--- config.mk ---
export PLATFORM = sky130hd
export DESIGN_NAME = text_token_lexer_top_flat
export DESIGN_NICKNAME = d
export VERILOG_FILES = /design/src/ttl_pkg.sv /design/src/ttl_in_if.sv /design/src/ttl_out_if.sv /design/src/text_token_lexer_top.sv /design/src/flat_wrapper.sv
export VERILOG_INCLUDE_DIRS = /design/src /design/src/src
export SDC_FILE = /design/constraint.sdc
export NUM_CORES = 1
export LEC_CHECK = 0
export ABC_AREA = 0
export ABC_CLOCK_PERIOD_IN_PS = 6650
export BUFFER_PORTS_ARGS = -buffer_cell sky130_fd_sc_hd__buf_2
export CORE_MARGIN = 10
export CORE_UTILIZATION = 30
export DETAILED_ROUTE_END_ITERATION = 10
export PLACE_DENSITY = 0.52
export SYNTH_ARGS = -nofsm -noshare
export SYNTH_HDL_FRONTEND = slang
export SYNTH_SLANG_ARGS = --single-unit
--- constraint.sdc ---
create_clock -name clk -period 6.65 [get_ports clk]
set_clock_uncertainty 0.15 [all_clocks]
set_input_delay 1.33 -clock clk [delete_from_list [all_inputs] [get_ports clk]]
set_output_delay 1.33 -clock clk [all_outputs]
set_load 0.01 [all_outputs]
--- src/text_token_lexer_top_assert.svh ---
// Assertion macros for the text token lexer.
// Used by text_token_lexer_top; expects clk and arst_n in scope.
`ifndef TEXT_TOKEN_LEXER_TOP_ASSERT_SVH
`define TEXT_TOKEN_LEXER_TOP_ASSERT_SVH

// The consequent must hold in the same cycle as the antecedent.
`define TTL_ASSERT_NOW(lbl, ante, cons) \
	lbl: assert property (@(posedge clk) disable iff (!arst_n) (ante) |-> (cons)) \
		else $error("text token lexer check failed");

// The consequent must hold in the cycle after the antecedent.
`define TTL_ASSERT_NEXT(lbl, ante, cons) \
	lbl: assert property (@(posedge clk) disable iff (!arst_n) (ante) |=> (cons)) \
		else $error("text token lexer check failed");

`endif

--- src/ttl_pkg.sv ---
// Package for the text token lexer: lexer modes, token classes, byte codes
// and byte classifiers. No dependencies.
`default_nettype none

package ttl_pkg;

	typedef enum logic [2:0] {
		MODE_IDLE     = 3'd0,
		MODE_WORD     = 3'd1,
		MODE_NUM      = 3'd2,
		MODE_STR      = 3'd3,
		MODE_STR_ESC  = 3'd4,
		MODE_CHR_OPEN = 3'd5,
		MODE_CHR_ESC  = 3'd6,
		MODE_CHR_SKIP = 3'd7
	} lex_mode_t;

	localparam logic [2:0] CLS_WORD   = 3'd0;
	localparam logic [2:0] CLS_CHAR   = 3'd1;
	localparam logic [2:0] CLS_STRING = 3'd2;
	localparam logic [2:0] CLS_INT    = 3'd3;
	localparam logic [2:0] CLS_FLOAT  = 3'd4;
	localparam logic [2:0] CLS_NUMBER = 3'd5;
	localparam logic [2:0] CLS_SYMBOL = 3'd6;

	localparam logic [7:0] CH_DOT    = 8'h2E;
	localparam logic [7:0] CH_BSLASH = 8'h5C;
	localparam logic [7:0] CH_APOS   = 8'h27;
	localparam logic [7:0] CH_QUOTE  = 8'h22;
	localparam logic [7:0] CH_SPACE  = 8'h20;
	localparam logic [7:0] CH_TAB    = 8'h09;
	localparam logic [7:0] CH_NL     = 8'h0A;

	// Most results that a single input byte can cause.
	localparam int MAX_RES = 3;

	typedef struct packed {
		logic [2:0] token_class;
		logic [7:0] value_byte;
		logic       byte_valid;
		logic       token_last;
	} lex_res_t;

	function automatic logic is_digit(input logic [7:0] b);
		is_digit = (b >= 8'h30) && (b <= 8'h39);
	endfunction

	function automatic logic is_letter(input logic [7:0] b);
		is_letter = ((b >= 8'h61) && (b <= 8'h7A)) || ((b >= 8'h41) && (b <= 8'h5A));
	endfunction

	function automatic logic is_delim(input logic [7:0] b);
		is_delim = (b == CH_SPACE) || (b == CH_NL) || (b == CH_DOT) || (b == 8'h2C) ||
			(b == 8'h3B) || (b == 8'h3A) || (b == 8'h28) || (b == 8'h29) ||
			(b == 8'h5B) || (b == 8'h5D) || (b == 8'h7B) || (b == 8'h7D);
	endfunction

	function automatic lex_res_t mk_res(input logic [2:0] cls, input logic [7:0] b,
		input logic bv, input logic last);
		mk_res.token_class = cls;
		mk_res.value_byte  = bv ? b : 8'h00;
		mk_res.byte_valid  = bv;
		mk_res.token_last  = last;
	endfunction

endpackage

`default_nettype wire

--- src/ttl_in_if.sv ---
// Input channel of the text token lexer: one text byte and its end flag.
// No dependencies.
`default_nettype none

interface ttl_in_if;
	logic       valid;
	logic       ready;
	logic [7:0] data_byte;
	logic       last_byte;

	modport source (output valid, output data_byte, output last_byte, input ready);
	modport sink (input valid, input data_byte, input last_byte, output ready);
endinterface

`default_nettype wire

--- src/ttl_out_if.sv ---
// Output channel of the text token lexer: one token word per handshake.
// No dependencies.
`default_nettype none

interface ttl_out_if;
	logic       valid;
	logic       ready;
	logic [2:0] token_class;
	logic [7:0] value_byte;
	logic       byte_valid;
	logic       token_last;

	modport source (output valid, output token_class, output value_byte,
		output byte_valid, output token_last, input ready);
	modport sink (input valid, input token_class, input value_byte,
		input byte_valid, input token_last, output ready);
endinterface

`default_nettype wire

--- src/text_token_lexer_top.sv ---
// Streaming lexer: bytes in, tagged token words out, one word per cycle
// while the output is ready. A byte is registered, lexed in one pass into
// up to three words, and the words leave from a small result buffer. A byte
// that yields at most one word sustains one byte per cycle while the output
// is ready; a byte yielding two or three words (a delimiter after a word, a
// dot after a number) holds the input while the buffer drains. Depends on
// ttl_pkg, ttl_in_if, ttl_out_if and text_token_lexer_top_assert.svh.
`default_nettype none
`include "text_token_lexer_top_assert.svh"

module text_token_lexer_top
	import ttl_pkg::*;
(
	input  wire logic  clk,
	input  wire logic  arst_n,
	input  wire logic  cfg_wr_en,
	input  wire logic  cfg_wr_data,
	ttl_in_if.sink     in_ch,
	ttl_out_if.source  out_ch
);

	logic            ews_q;
	logic            valid_s1;
	logic [7:0]      byte_s1;
	logic            last_s1;

	lex_mode_t       mode_q, mode_d;
	logic [1:0]      dot_cnt_q, dot_cnt_d;
	logic            dot_pend_q, dot_pend_d;
	logic [2:0]      cls_q, cls_d;

	lex_res_t        res_q [MAX_RES];
	lex_res_t        res_d [MAX_RES];
	logic [1:0]      cnt_q, cnt_d;
	logic [1:0]      idx_q;

	logic            in_fire, out_fire, buf_free, load, do_start;

	assign out_fire = out_ch.valid && out_ch.ready;
	assign in_fire  = in_ch.valid && in_ch.ready;
	// The buffer is free when empty or when its final word leaves this cycle.
	assign buf_free = (cnt_q == 2'd0) || (out_fire && (idx_q == cnt_q - 2'd1));
	assign load     = valid_s1 && buf_free;
	assign in_ch.ready = !valid_s1 || load;

	assign out_ch.valid       = (cnt_q != 2'd0);
	assign out_ch.token_class = res_q[idx_q].token_class;
	assign out_ch.value_byte  = res_q[idx_q].value_byte;
	assign out_ch.byte_valid  = res_q[idx_q].byte_valid;
	assign out_ch.token_last  = res_q[idx_q].token_last;

	always_ff @(posedge clk or negedge arst_n) begin
		if (!arst_n) begin
			ews_q <= 1'b0;
		end else if (cfg_wr_en) begin
			ews_q <= cfg_wr_data;
		end
	end

	always_ff @(posedge clk or negedge arst_n) begin
		if (!arst_n) begin
			valid_s1 <= 1'b0;
		end else if (in_fire) begin
			valid_s1 <= 1'b1;
		end else if (load) begin
			valid_s1 <= 1'b0;
		end
	end

	always_ff @(posedge clk) begin
		if (in_fire) begin
			byte_s1 <= in_ch.data_byte;
			last_s1 <= in_ch.last_byte;
		end
	end

	// One lexing pass over the registered byte.
	always_comb begin
		logic [1:0] n;
		logic [2:0] c;
		n          = 2'd0;
		c          = CLS_FLOAT;
		mode_d     = mode_q;
		dot_cnt_d  = dot_cnt_q;
		dot_pend_d = dot_pend_q;
		cls_d      = cls_q;
		do_start   = 1'b0;
		for (int i = 0; i < MAX_RES; i++) begin
			res_d[i] = mk_res(CLS_WORD, 8'h00, 1'b0, 1'b0);
		end

		case (mode_q)
			MODE_WORD: begin
				if (is_delim(byte_s1)) begin
					res_d[n] = mk_res(cls_q, 8'h00, 1'b0, 1'b1);
					n = n + 2'd1;
					do_start = 1'b1;
				end else begin
					res_d[n] = mk_res(CLS_WORD, byte_s1, 1'b1, last_s1);
					n = n + 2'd1;
					if (last_s1) begin
						mode_d = MODE_IDLE;
						dot_pend_d = 1'b0;
					end
				end
			end
			MODE_NUM: begin
				if (dot_pend_q) begin
					if (is_digit(byte_s1)) begin
						c = (dot_cnt_q == 2'd0) ? CLS_FLOAT : CLS_NUMBER;
						cls_d = c;
						if (dot_cnt_q != 2'd2) begin
							dot_cnt_d = dot_cnt_q + 2'd1;
						end
						dot_pend_d = 1'b0;
						res_d[n] = mk_res(c, CH_DOT, 1'b1, 1'b0);
						n = n + 2'd1;
						res_d[n] = mk_res(c, byte_s1, 1'b1, last_s1);
						n = n + 2'd1;
						if (last_s1) begin
							mode_d = MODE_IDLE;
						end
					end else begin
						res_d[n] = mk_res(cls_q, 8'h00, 1'b0, 1'b1);
						n = n + 2'd1;
						res_d[n] = mk_res(CLS_SYMBOL, CH_DOT, 1'b1, 1'b1);
						n = n + 2'd1;
						do_start = 1'b1;
					end
				end else if (is_digit(byte_s1)) begin
					res_d[n] = mk_res(cls_q, byte_s1, 1'b1, last_s1);
					n = n + 2'd1;
					if (last_s1) begin
						mode_d = MODE_IDLE;
					end
				end else if (byte_s1 == CH_DOT) begin
					if (last_s1) begin
						res_d[n] = mk_res(cls_q, 8'h00, 1'b0, 1'b1);
						n = n + 2'd1;
						res_d[n] = mk_res(CLS_SYMBOL, CH_DOT, 1'b1, 1'b1);
						n = n + 2'd1;
						cls_d = CLS_SYMBOL;
						mode_d = MODE_IDLE;
					end else begin
						dot_pend_d = 1'b1;
					end
				end else begin
					res_d[n] = mk_res(cls_q, 8'h00, 1'b0, 1'b1);
					n = n + 2'd1;
					do_start = 1'b1;
				end
			end
			MODE_STR: begin
				if (byte_s1 == CH_QUOTE) begin
					res_d[n] = mk_res(cls_q, 8'h00, 1'b0, 1'b1);
					n = n + 2'd1;
					mode_d = MODE_IDLE;
				end else if (byte_s1 == CH_BSLASH) begin
					if (last_s1) begin
						res_d[n] = mk_res(cls_q, 8'h00, 1'b0, 1'b1);
						n = n + 2'd1;
						mode_d = MODE_IDLE;
					end else begin
						mode_d = MODE_STR_ESC;
					end
				end else begin
					res_d[n] = mk_res(CLS_STRING, byte_s1, 1'b1, last_s1);
					n = n + 2'd1;
					if (last_s1) begin
						mode_d = MODE_IDLE;
					end
				end
			end
			MODE_STR_ESC: begin
				res_d[n] = mk_res(CLS_STRING, byte_s1, 1'b1, last_s1);
				n = n + 2'd1;
				mode_d = last_s1 ? MODE_IDLE : MODE_STR;
			end
			MODE_CHR_OPEN: begin
				if (byte_s1 == CH_APOS) begin
					res_d[n] = mk_res(cls_q, 8'h00, 1'b0, 1'b1);
					n = n + 2'd1;
					mode_d = MODE_IDLE;
				end else if (byte_s1 == CH_BSLASH) begin
					if (last_s1) begin
						res_d[n] = mk_res(cls_q, 8'h00, 1'b0, 1'b1);
						n = n + 2'd1;
						mode_d = MODE_IDLE;
					end else begin
						mode_d = MODE_CHR_ESC;
					end
				end else begin
					res_d[n] = mk_res(CLS_CHAR, byte_s1, 1'b1, 1'b1);
					n = n + 2'd1;
					mode_d = last_s1 ? MODE_IDLE : MODE_CHR_SKIP;
				end
			end
			MODE_CHR_ESC: begin
				res_d[n] = mk_res(CLS_CHAR, byte_s1, 1'b1, 1'b1);
				n = n + 2'd1;
				mode_d = last_s1 ? MODE_IDLE : MODE_CHR_SKIP;
			end
			MODE_CHR_SKIP: begin
				mode_d = MODE_IDLE;
			end
			default: begin
				do_start = 1'b1;
			end
		endcase

		// A byte seen between tokens; words already queued above keep
		// the class of the token they close.
		if (do_start) begin
			mode_d = MODE_IDLE;
			dot_pend_d = 1'b0;
			if (is_letter(byte_s1)) begin
				cls_d = CLS_WORD;
				res_d[n] = mk_res(CLS_WORD, byte_s1, 1'b1, last_s1);
				n = n + 2'd1;
				if (!last_s1) begin
					mode_d = MODE_WORD;
				end
			end else if (is_digit(byte_s1)) begin
				cls_d = CLS_INT;
				dot_cnt_d = 2'd0;
				res_d[n] = mk_res(CLS_INT, byte_s1, 1'b1, last_s1);
				n = n + 2'd1;
				if (!last_s1) begin
					mode_d = MODE_NUM;
				end
			end else if (byte_s1 == CH_QUOTE) begin
				cls_d = CLS_STRING;
				if (last_s1) begin
					res_d[n] = mk_res(CLS_STRING, 8'h00, 1'b0, 1'b1);
					n = n + 2'd1;
				end else begin
					mode_d = MODE_STR;
				end
			end else if (byte_s1 == CH_APOS) begin
				cls_d = CLS_CHAR;
				if (last_s1) begin
					res_d[n] = mk_res(CLS_CHAR, 8'h00, 1'b0, 1'b1);
					n = n + 2'd1;
				end else begin
					mode_d = MODE_CHR_OPEN;
				end
			end else if ((byte_s1 == CH_SPACE) || (byte_s1 == CH_TAB) ||
				(byte_s1 == CH_NL)) begin
				cls_d = CLS_SYMBOL;
				if (ews_q) begin
					res_d[n] = mk_res(CLS_SYMBOL, byte_s1, 1'b1, 1'b1);
					n = n + 2'd1;
				end
			end else begin
				cls_d = CLS_SYMBOL;
				res_d[n] = mk_res(CLS_SYMBOL, byte_s1, 1'b1, 1'b1);
				n = n + 2'd1;
			end
		end
		cnt_d = n;
	end

	always_ff @(posedge clk or negedge arst_n) begin
		if (!arst_n) begin
			mode_q     <= MODE_IDLE;
			dot_cnt_q  <= 2'd0;
			dot_pend_q <= 1'b0;
			cls_q      <= CLS_WORD;
		end else if (load) begin
			mode_q     <= mode_d;
			dot_cnt_q  <= dot_cnt_d;
			dot_pend_q <= dot_pend_d;
			cls_q      <= cls_d;
		end
	end

	always_ff @(posedge clk or negedge arst_n) begin
		if (!arst_n) begin
			cnt_q <= 2'd0;
			idx_q <= 2'd0;
		end else if (load) begin
			cnt_q <= cnt_d;
			idx_q <= 2'd0;
		end else if (buf_free) begin
			cnt_q <= 2'd0;
			idx_q <= 2'd0;
		end else if (out_fire) begin
			idx_q <= idx_q + 2'd1;
		end
	end

	always_ff @(posedge clk) begin
		if (load) begin
			for (int i = 0; i < MAX_RES; i++) begin
				res_q[i] <= res_d[i];
			end
		end
	end

	`TTL_ASSERT_NOW(a_idx_in_range, out_ch.valid, idx_q < cnt_q)
	`TTL_ASSERT_NOW(a_dot_only_in_num, dot_pend_q, mode_q == MODE_NUM)
	`TTL_ASSERT_NOW(a_dot_cnt_sat, 1'b1, dot_cnt_q != 2'd3)
	`TTL_ASSERT_NEXT(a_in_reg_filled, in_fire, valid_s1)

endmodule

`default_nettype wire
--- src/flat_wrapper.sv ---
// flat-port wrapper written by rule: the top's interface ports become plain ports
module text_token_lexer_top_flat import ttl_pkg::*;
  (clk, arst_n, cfg_wr_en, cfg_wr_data, in_ch_valid, in_ch_data_byte, in_ch_last_byte, in_ch_ready, out_ch_valid, out_ch_token_class, out_ch_value_byte, out_ch_byte_valid, out_ch_token_last, out_ch_ready);
  ttl_in_if in_ch_i ();
  ttl_out_if out_ch_i ();
  input  wire logic clk;
  input  wire logic arst_n;
  input  wire logic cfg_wr_en;
  input  wire logic cfg_wr_data;
  input wire logic [$bits(in_ch_i.valid)-1:0] in_ch_valid;
  input wire logic [$bits(in_ch_i.data_byte)-1:0] in_ch_data_byte;
  input wire logic [$bits(in_ch_i.last_byte)-1:0] in_ch_last_byte;
  output wire logic [$bits(in_ch_i.ready)-1:0] in_ch_ready;
  output wire logic [$bits(out_ch_i.valid)-1:0] out_ch_valid;
  output wire logic [$bits(out_ch_i.token_class)-1:0] out_ch_token_class;
  output wire logic [$bits(out_ch_i.value_byte)-1:0] out_ch_value_byte;
  output wire logic [$bits(out_ch_i.byte_valid)-1:0] out_ch_byte_valid;
  output wire logic [$bits(out_ch_i.token_last)-1:0] out_ch_token_last;
  input wire logic [$bits(out_ch_i.ready)-1:0] out_ch_ready;
  assign in_ch_i.valid = in_ch_valid;
  assign in_ch_i.data_byte = in_ch_data_byte;
  assign in_ch_i.last_byte = in_ch_last_byte;
  assign in_ch_ready = in_ch_i.ready;
  assign out_ch_valid = out_ch_i.valid;
  assign out_ch_token_class = out_ch_i.token_class;
  assign out_ch_value_byte = out_ch_i.value_byte;
  assign out_ch_byte_valid = out_ch_i.byte_valid;
  assign out_ch_token_last = out_ch_i.token_last;
  assign out_ch_i.ready = out_ch_ready;
  text_token_lexer_top u_core (.clk(clk), .arst_n(arst_n), .cfg_wr_en(cfg_wr_en), .cfg_wr_data(cfg_wr_data), .in_ch(in_ch_i), .out_ch(out_ch_i));
endmodule
==> results of run 1 <==
[metrics by stage]
stage	power, µW	worst slack [ns]	hold WS, ns	area [µm²]
4_1_cts	1999	3.136	0.3494	4402
5_1_grt	2121	2.882	0.3819	4402
6_report	1969	3.154	0.3462	4402
2_1_floorplan	1287	2.998	0.3158	3890
3_3_place_gp	1524	3.274	0.3246	4111
3_5_place_dp	1531	3.161	0.3377	4111
[flip-flops by register name, indices dropped and copies added (netlist names)]
signal and cells:
u_core.mode_q 3, u_core.cnt_q 2, u_core.byte_s1 8, u_core.last_s1 1
u_core.idx_q 2, u_core.res_q 39, u_core.dot_cnt_q 2, u_core.valid_s1 1
u_core.dot_pend_q 1, u_core.cls_q 3, u_core.ews_q 1
[synth_stat cells, drive strengths merged (3+ instances only)]
cell type  instances
nand2             55
edfxtp            48
nor2              33
o21ai             31
clkbuf            19
nand3             19
dfrtp             15
and2              14
inv               14
mux2i             14
a21oi             11
buf               11
nor3               8
ha                 6
o21a               6
xor2               6
a31oi              5
and3               5
nand2b             5
nor2b              5
o211ai             5
a32oi              4
nand4              4
nor4b              4
o22ai              4
or3                4
a21o               3
a22o               3
a32o               3
[per-layer routing]
metal / share of wire [%] / GRT usage [%] / wire, µm
met5: 0 / 0 / 0
met4: 1.5 / 3.688 / 159
met3: 5.7 / 3.510 / 598
met2: 46 / 18.36 / 4847
met1: 47 / 15.89 / 4921
[final cells by class]
class / instances / area (µm²)
clock buffers: 10 / 229.0
clock inverters: 6 / 61.31
fillers: 1324 / 8269
inverters: 15 / 56.30
multi-input cells: 297 / 1871
flip-flops and latches: 63 / 1817
well taps: 172 / 215.2
repair buffers: 30 / 152.6
[power groups by stage]
stage          clock network (µW)  logic, µW  registers [µW]
6_report                      456        739             774
5_1_grt                       487        832             802
4_1_cts                       472        750             777
3_5_place_dp                    0        746             785
3_3_place_gp                    0        743             781
2_1_floorplan                   0        596             690
[critical path, cell delays in order, from the launching register on]
cell      delay (ns)
edfxtp_1        0.54
nor4b_4         0.61
nand4_1         0.16
o311a_1         0.22
a32oi_2         0.88
nand3_1         0.29
and3_1          0.27
a21oi_1         0.21
[logic make-up (layout without fill, tap and decap cells)]
kind of cell / count (synthesis) / after routing / share of synthesized area, %
AND/OR/NAND/NOR: 163 / 163 / 21.39
AO/OA/AOI/OAI: 104 / 104 / 18.78
flip-flops: 63 / 63 / 46.70
buffers and inverters: 45 / 61 / 5.211
multiplexers: 16 / 16 / 4.181
XOR/XNOR: 8 / 8 / 1.801
adder cells (fa/ha/maj): 6 / 6 / 1.930
[worst paths after layout]
kind,startpoint,to,slack [ns],cells after the start
max reg2reg,u_core.byte_s1[4]$_DFFE_PP_,u_core.res_q[0][4]$_DFFE_PP_,3.15,7
min in group asynchronous,arst_n,u_core.mode_q[0]$_DFFE_PN0P_,0.77,1
min,u_core.dot_cnt_q[1]$_DFFE_PN0P_,u_core.dot_cnt_q[1]$_DFFE_PN0P_,0.35,1
max,u_core.byte_s1[4]$_DFFE_PP_,u_core.res_q[0][4]$_DFFE_PP_,3.15,7
min reg2reg,u_core.dot_cnt_q[1]$_DFFE_PN0P_,u_core.dot_cnt_q[1]$_DFFE_PN0P_,0.35,1
max in group asynchronous,arst_n,u_core.cnt_q[0]$_DFFE_PN0P_,5.28,1
==> summary.md, run 1 <==
| Metric | Value |
|---|---|
| Outcome | completed |
| Max-slew violation count | 0 |
| Vias | about 3100 |
| H-tree level count | 3 |
| Worst-path clk slew | 0.05 ns |
| Crit Path Category | flop to flop |
| Most frequent cells in the layout | 55 x nand2_1, 48 x edfxtp_1, 33 x nor2_1 |
| Share of layout cells above drive strength 1 | 12.59% |
| Clock Latency Late Sink | 0.33 ns |
| Seq/Total Area, Yosys | 46.70% |
| Clock power frac | 23.1% |
| Final #Nets | 437 |
| Final Setup Violations | 0 |
| Synthesized cell area | about 0.0039 mm² |
| Maximum vdd drop | between 0.15 and 0.2 mV |
| Max-Cap Viols | 0 |
| Pin slew with the least headroom to its limit | 1.068 ns |
| Ant. Diodes | 0 |
| Seq pwr share | roughly two fifths |
| TNS Setup | 0 ns |
| Async S/R FF share, synth | 23.81% |
| Grt total ovfl | 0 |
| RSZ-0062 raised after global routing | no |
| CTS tree | built |
| Max Root-Sink Buffers | 2 |
| Gate Count Post-Synth | 405 |
| CTS resizes | 0 |
| GRT Util Overall | 11.99% |
| First-pass iteration count of the detailed router | 5 |
| Final Wtd Congestion | ~0.94 |
| Initial antenna violation count | 0 |
| Pwr dens | ~450 mW/mm² |
| Die X | 133.9 µm |
| Req. time, crit path | 6.66 ns |
| Pin count of the biggest net entering global routing | 46 |
| WL per Instance | 17.75 µm |
| HPWL Detailed | 7744 µm |
| Starting density of the core | roughly 31% |
| Commonest non-fill, non-tap cell in the layout | nand2_1 |
| Static Leak | 0.001616 µW |
| WP data arrival | 3.51 ns |
| Fin. Hold Viols | 0 |
| Die Ht | 133.9 µm |
| Sw power | 758.3 µW |
| Post-Synthesis Net Count | 426 |
| Top FF cell, synth | edfxtp_1 |
| Core Area | 0.01267 mm² |
| Fmax achieved | 0.2860 GHz |
| #FFs+latches synth | 63 |
| Worst-path fanout max | 24 |
| Residual DRC | 0 |
| Final cell count without fillers | 593 |
| Clk sinks | between 60 and 70 |
| Syn. warnings | 0 |
| Area grow syn2layout | 13.16% |
| Post-CTS Hold Fix Bufs | 0 |
| Via density per instance | 5.297 |
| TritonCTS Buffers | 9 |
| Netlist cell types | 68 |
| Max_slew headroom | 28.82% |
| Global-route wire length before repair | between 15000 and 20000 µm |
| Area leader, netlist | edfxtp_1 |
| Combinational share of power | 37.5% |
| Die area | roughly 0.018 mm² |
| Root Driver | clkbuf_16 |
| # Post-CTS Setup Buffers | 0 |
| Tcrit/Tclk final | a little over half |
| Starting DRT DRC Count | 400 |
| Tmin final | about 3.5 ns |
| HP Class | flop to flop |
| Vias in the first global route | between 3000 and 4000 |
| Num rows | 41 |
| Post-DRT Antenna Nets | 0 |
| Number of synthesized flops with an enable pin | 48 |
| Startpoint types | flop |
| Avg Cell Area, Syn | 9.605 µm² |
| Synth top area cells | edfxtp_1 37%, dfrtp_1 9.6%, nand2_1 5.3% |
| Critical Path End Type | flop |
| DRT Wirelength | between 10000 and 15000 µm |
| IO Pins | 30 |
| Yosys top cell area share | about 37% |
| Port bufs | 29 |
| P_int | ~1200 µW |
| Placed Cells incl. Taps | just under 600 |
| Switch share | between 30% and 40% |
| Final Util | 34.74% |
(Power assumes the default switching activity.)
==> run 2: changes to the inputs <==
- ABC_CLOCK_PERIOD_IN_PS: 6650 -> 3600
- clock period: 6.65 -> 3.6 ns (I/O delays scaled with it)
==> run 2 against run 1 <==
Net effect:
- wire length grew 0.67%
- sequential cell count is the same
- non-clock buffer count grew 18
- worst setup slack lost 2.7 ns
- maximum frequency grew 11%
- highest routed layer unchanged
- clock-buffer cell count shrank 1
- final cell count grew 3.0%
- sequential power grew 74%
==> summary.md, run 2 (synthesis gave the netlist of run 1 again) <==
| Metric | Value |
|---|---|
| Maximum vdd drop | 0.2596 mV (was 0.1632 mV) |
| RR Startpoint | u_core.byte_s1[2]$_DFFE_PP_ (was u_core.byte_s1[4]$_DFFE_PP_) |
| Met2 Use GR | 18.86% (was 18.36%) |
| Critical-path top delay cell | edfxtp_1 (was a32oi_2) |
| WP data arrival | 3.09 ns (was 3.51 ns) |
| Post-DRT Antenna Nets | 0 (unchanged) |
| Register with the most flip-flops | u_core.res_q (unchanged) |
| HP Class | input pin to async pin (was flop to flop) |
| Req. time, crit path | 3.52 ns (was 6.66 ns) |
| Global routing met1 resource utilization | 15.59% (was 15.89%) |
| Tcrit/Tclk final | 87.88% (was 52.57%) |
| H-tree level count | 3 (unchanged) |
| Starting DRT DRC Count | 295 (was 400) |
| TNS Setup | 0 ns (unchanged) |
| Startpoint types | flop (unchanged) |
| CTS tree | built (unchanged) |
| Max_slew headroom | 63.12% (was 28.82%) |
| Root Driver | clkbuf_16 (unchanged) |
| Top Usage Layer GRT | met2 (unchanged) |
| Hold_ws | 0.1469 ns (was 0.3462 ns) |
| Final #Nets | 455 (was 437) |
| CTS resizes | 0 (unchanged) |
| Reg2reg path depth | 9 (was 7) |
| Max-slew violation count | 0 (unchanged) |
| Critical Path End Type | flop (unchanged) |
| HPWL Detailed | 8008 µm (was 7744 µm) |
| Share of layout cells above drive strength 1 | 16.63% (was 12.59%) |
| Most frequent cells in the layout | 55 x nand2_1, 48 x edfxtp_1, 33 x nor2_1 (unchanged) |
| Pin count of the biggest net entering global routing | 44 (was 46) |
| Crit Path Category | flop to flop (unchanged) |
| Post-DP Area | 0.004247 mm² (was 0.004111 mm²) |
| Vias in the first global route | 3160 (was 3050) |
| First-pass iteration count of the detailed router | 4 (was 5) |
| Largest regs | u_core.res_q (39), u_core.byte_s1 (8) (unchanged) |
| CP peak stage delay | 0.68 ns (was 0.88 ns) |
| GRT Util Overall | 12.01% (was 11.99%) |
| Beginning of the critical path | u_core.byte_s1[2]$_DFFE_PP_ (was u_core.byte_s1[4]$_DFFE_PP_) |
| Worst-path clk slew | 0.06 ns (was 0.05 ns) |
| Clk sinks | 63 (unchanged) |
| Ant. Diodes | 0 (unchanged) |
| Cells along the critical path | nor4b_1 -> nand2_1 -> nor2_1 -> o21ai_0 -> a211o_1 -> inv_1 -> ha_1 -> nand2_1 -> o31a_1 (was nor4b_4 -> nand4_1 -> o311a_1 -> a32oi_2 -> nand3_1 -> and3_1 -> a21oi_1) |
| Area grow syn2layout | 17.59% (was 13.16%) |
| Port bufs | 29 (unchanged) |
| Pwr dens | 831.2 mW/mm² (was 447.4 mW/mm²) |
| Grt total ovfl | 0 (unchanged) |
| Die area | 0.01792 mm² (unchanged) |
| Die X | 133.9 µm (unchanged) |
| Fmax achieved | 0.3161 GHz (was 0.2860 GHz) |
| WP depth | 9 (was 7) |
| Initial antenna violation count | 0 (unchanged) |
| Final Wtd Congestion | 0.9022 (was 0.9378) |
| Max reg flops | 39 (unchanged) |
| Top Family by Delay on Critical Path | simple AND/OR/NAND/NOR gates (unchanged) |
| Via density per instance | 5.187 (was 5.297) |
| Grt met3 use | 2.726% (was 3.510%) |
| Final Util | 36.10% (was 34.74%) |
| CP most frequent cell | nand2_1 |
| Worst-path fanout max | 16 (was 24) |
| Max Root-Sink Buffers | 2 (unchanged) |
| Pin slew with the least headroom to its limit | 0.5489 ns (was 1.068 ns) |
| WL per Instance | 17.34 µm (was 17.75 µm) |
| Global-route wire length before repair | 17260 µm (was 17190 µm) |
| Clock Latency Late Sink | 0.33 ns (about the same) |
| Die Ht | 133.9 µm (unchanged) |
| Tmin final | 3.164 ns (was 3.496 ns) |
| DRT Wirelength | 10600 µm (was 10530 µm) |
| Post-CTS Hold Fix Bufs | 0 (unchanged) |
| Num rows | 41 (unchanged) |
| TritonCTS Buffers | 9 (unchanged) |
| Outcome | completed (unchanged) |
| Max-Cap Viols | 0 (unchanged) |
| Commonest non-fill, non-tap cell in the layout | nand2_1 (unchanged) |
| Core Area | 0.01267 mm² (unchanged) |
| Final Setup Violations | 0 (unchanged) |
| RSZ-0062 raised after global routing | no (unchanged) |
| Fin. Hold Viols | 0 (unchanged) |
| Residual DRC | 0 (unchanged) |
| Final instance area | 0.004574 mm² (was 0.004402 mm²) |
| Static Leak | 0.001733 µW (was 0.001616 µW) |
| # Post-CTS Setup Buffers | 0 (unchanged) |
| IO Pins | 30 (unchanged) |
| Worst Path Buf+Inv | 1 (was 0) |
| Vias | 3169 (was 3141) |
| Starting density of the core | 30.70% (unchanged) |
==> run 2: changes by cell type in the layout (fill, tap and decap cells not counted), sizes merged <==
| cell | previous run | this run |
|---|---|---|
| clkbuf | 10 | 9 |
| inv | 14 | 17 |
| bufinv | 1 | 2 |
| buf | 30 | 48 |
| clkinvlp | 3 | 1 |
| clkinv | 3 | 2 |
==> run 2: power breakdown <==
part	switching, µW	internal, µW
Clock	329	614
Combinational	942	569
Sequential	158	1190
==> run 2: metrics by stage <==
step / setup slack, ns / cells / total power (µW)
floorplan: 0.4255 / 405 / 2377
global placement: 0.5087 / 595 / 2893
detailed placement: 0.4599 / 595 / 2889
CTS: 0.4488 / 611 / 3844
global route: 0.1709 / 611 / 4078
finish: 0.4365 / 611 / 3802
==> run 2: layout make-up <==
cell class	count	area, µm²
fillers	1299	8097
flip-flops and latches	63	1817
clock inverters	7	102.6
clock buffers	9	225.2
inverters	15	56.30
well taps	172	215.2
repair buffers	48	287.8
multi-input cells	297	1871
==> run 2: metal layers <==
layer | vias up | part of all wire (%) | wire, µm
met1 | 1515 | 45 | 4793
met2 | 89 | 47 | 5014
met3 | 11 | 5.7 | 609
met4 | 0 | 1.7 | 180
li1 | 1554 | - | -
met5 | - | 0 | 0
==> run 2: path summary, 6_finish.rpt <==
path	to	slack [ns]
setup / recovery	u_core.res_q[0][0]$_DFFE_PP_	0.44
hold / removal	u_core.mode_q[1]$_DFFE_PN0P_	0.15
setup reg to reg	u_core.res_q[0][0]$_DFFE_PP_	0.44
hold reg to reg	u_core.dot_cnt_q[1]$_DFFE_PN0P_	0.36
max in group asynchronous	u_core.dot_cnt_q[0]$_DFFE_PN0P_	2.88
min in group clk	u_core.dot_cnt_q[1]$_DFFE_PN0P_	0.36
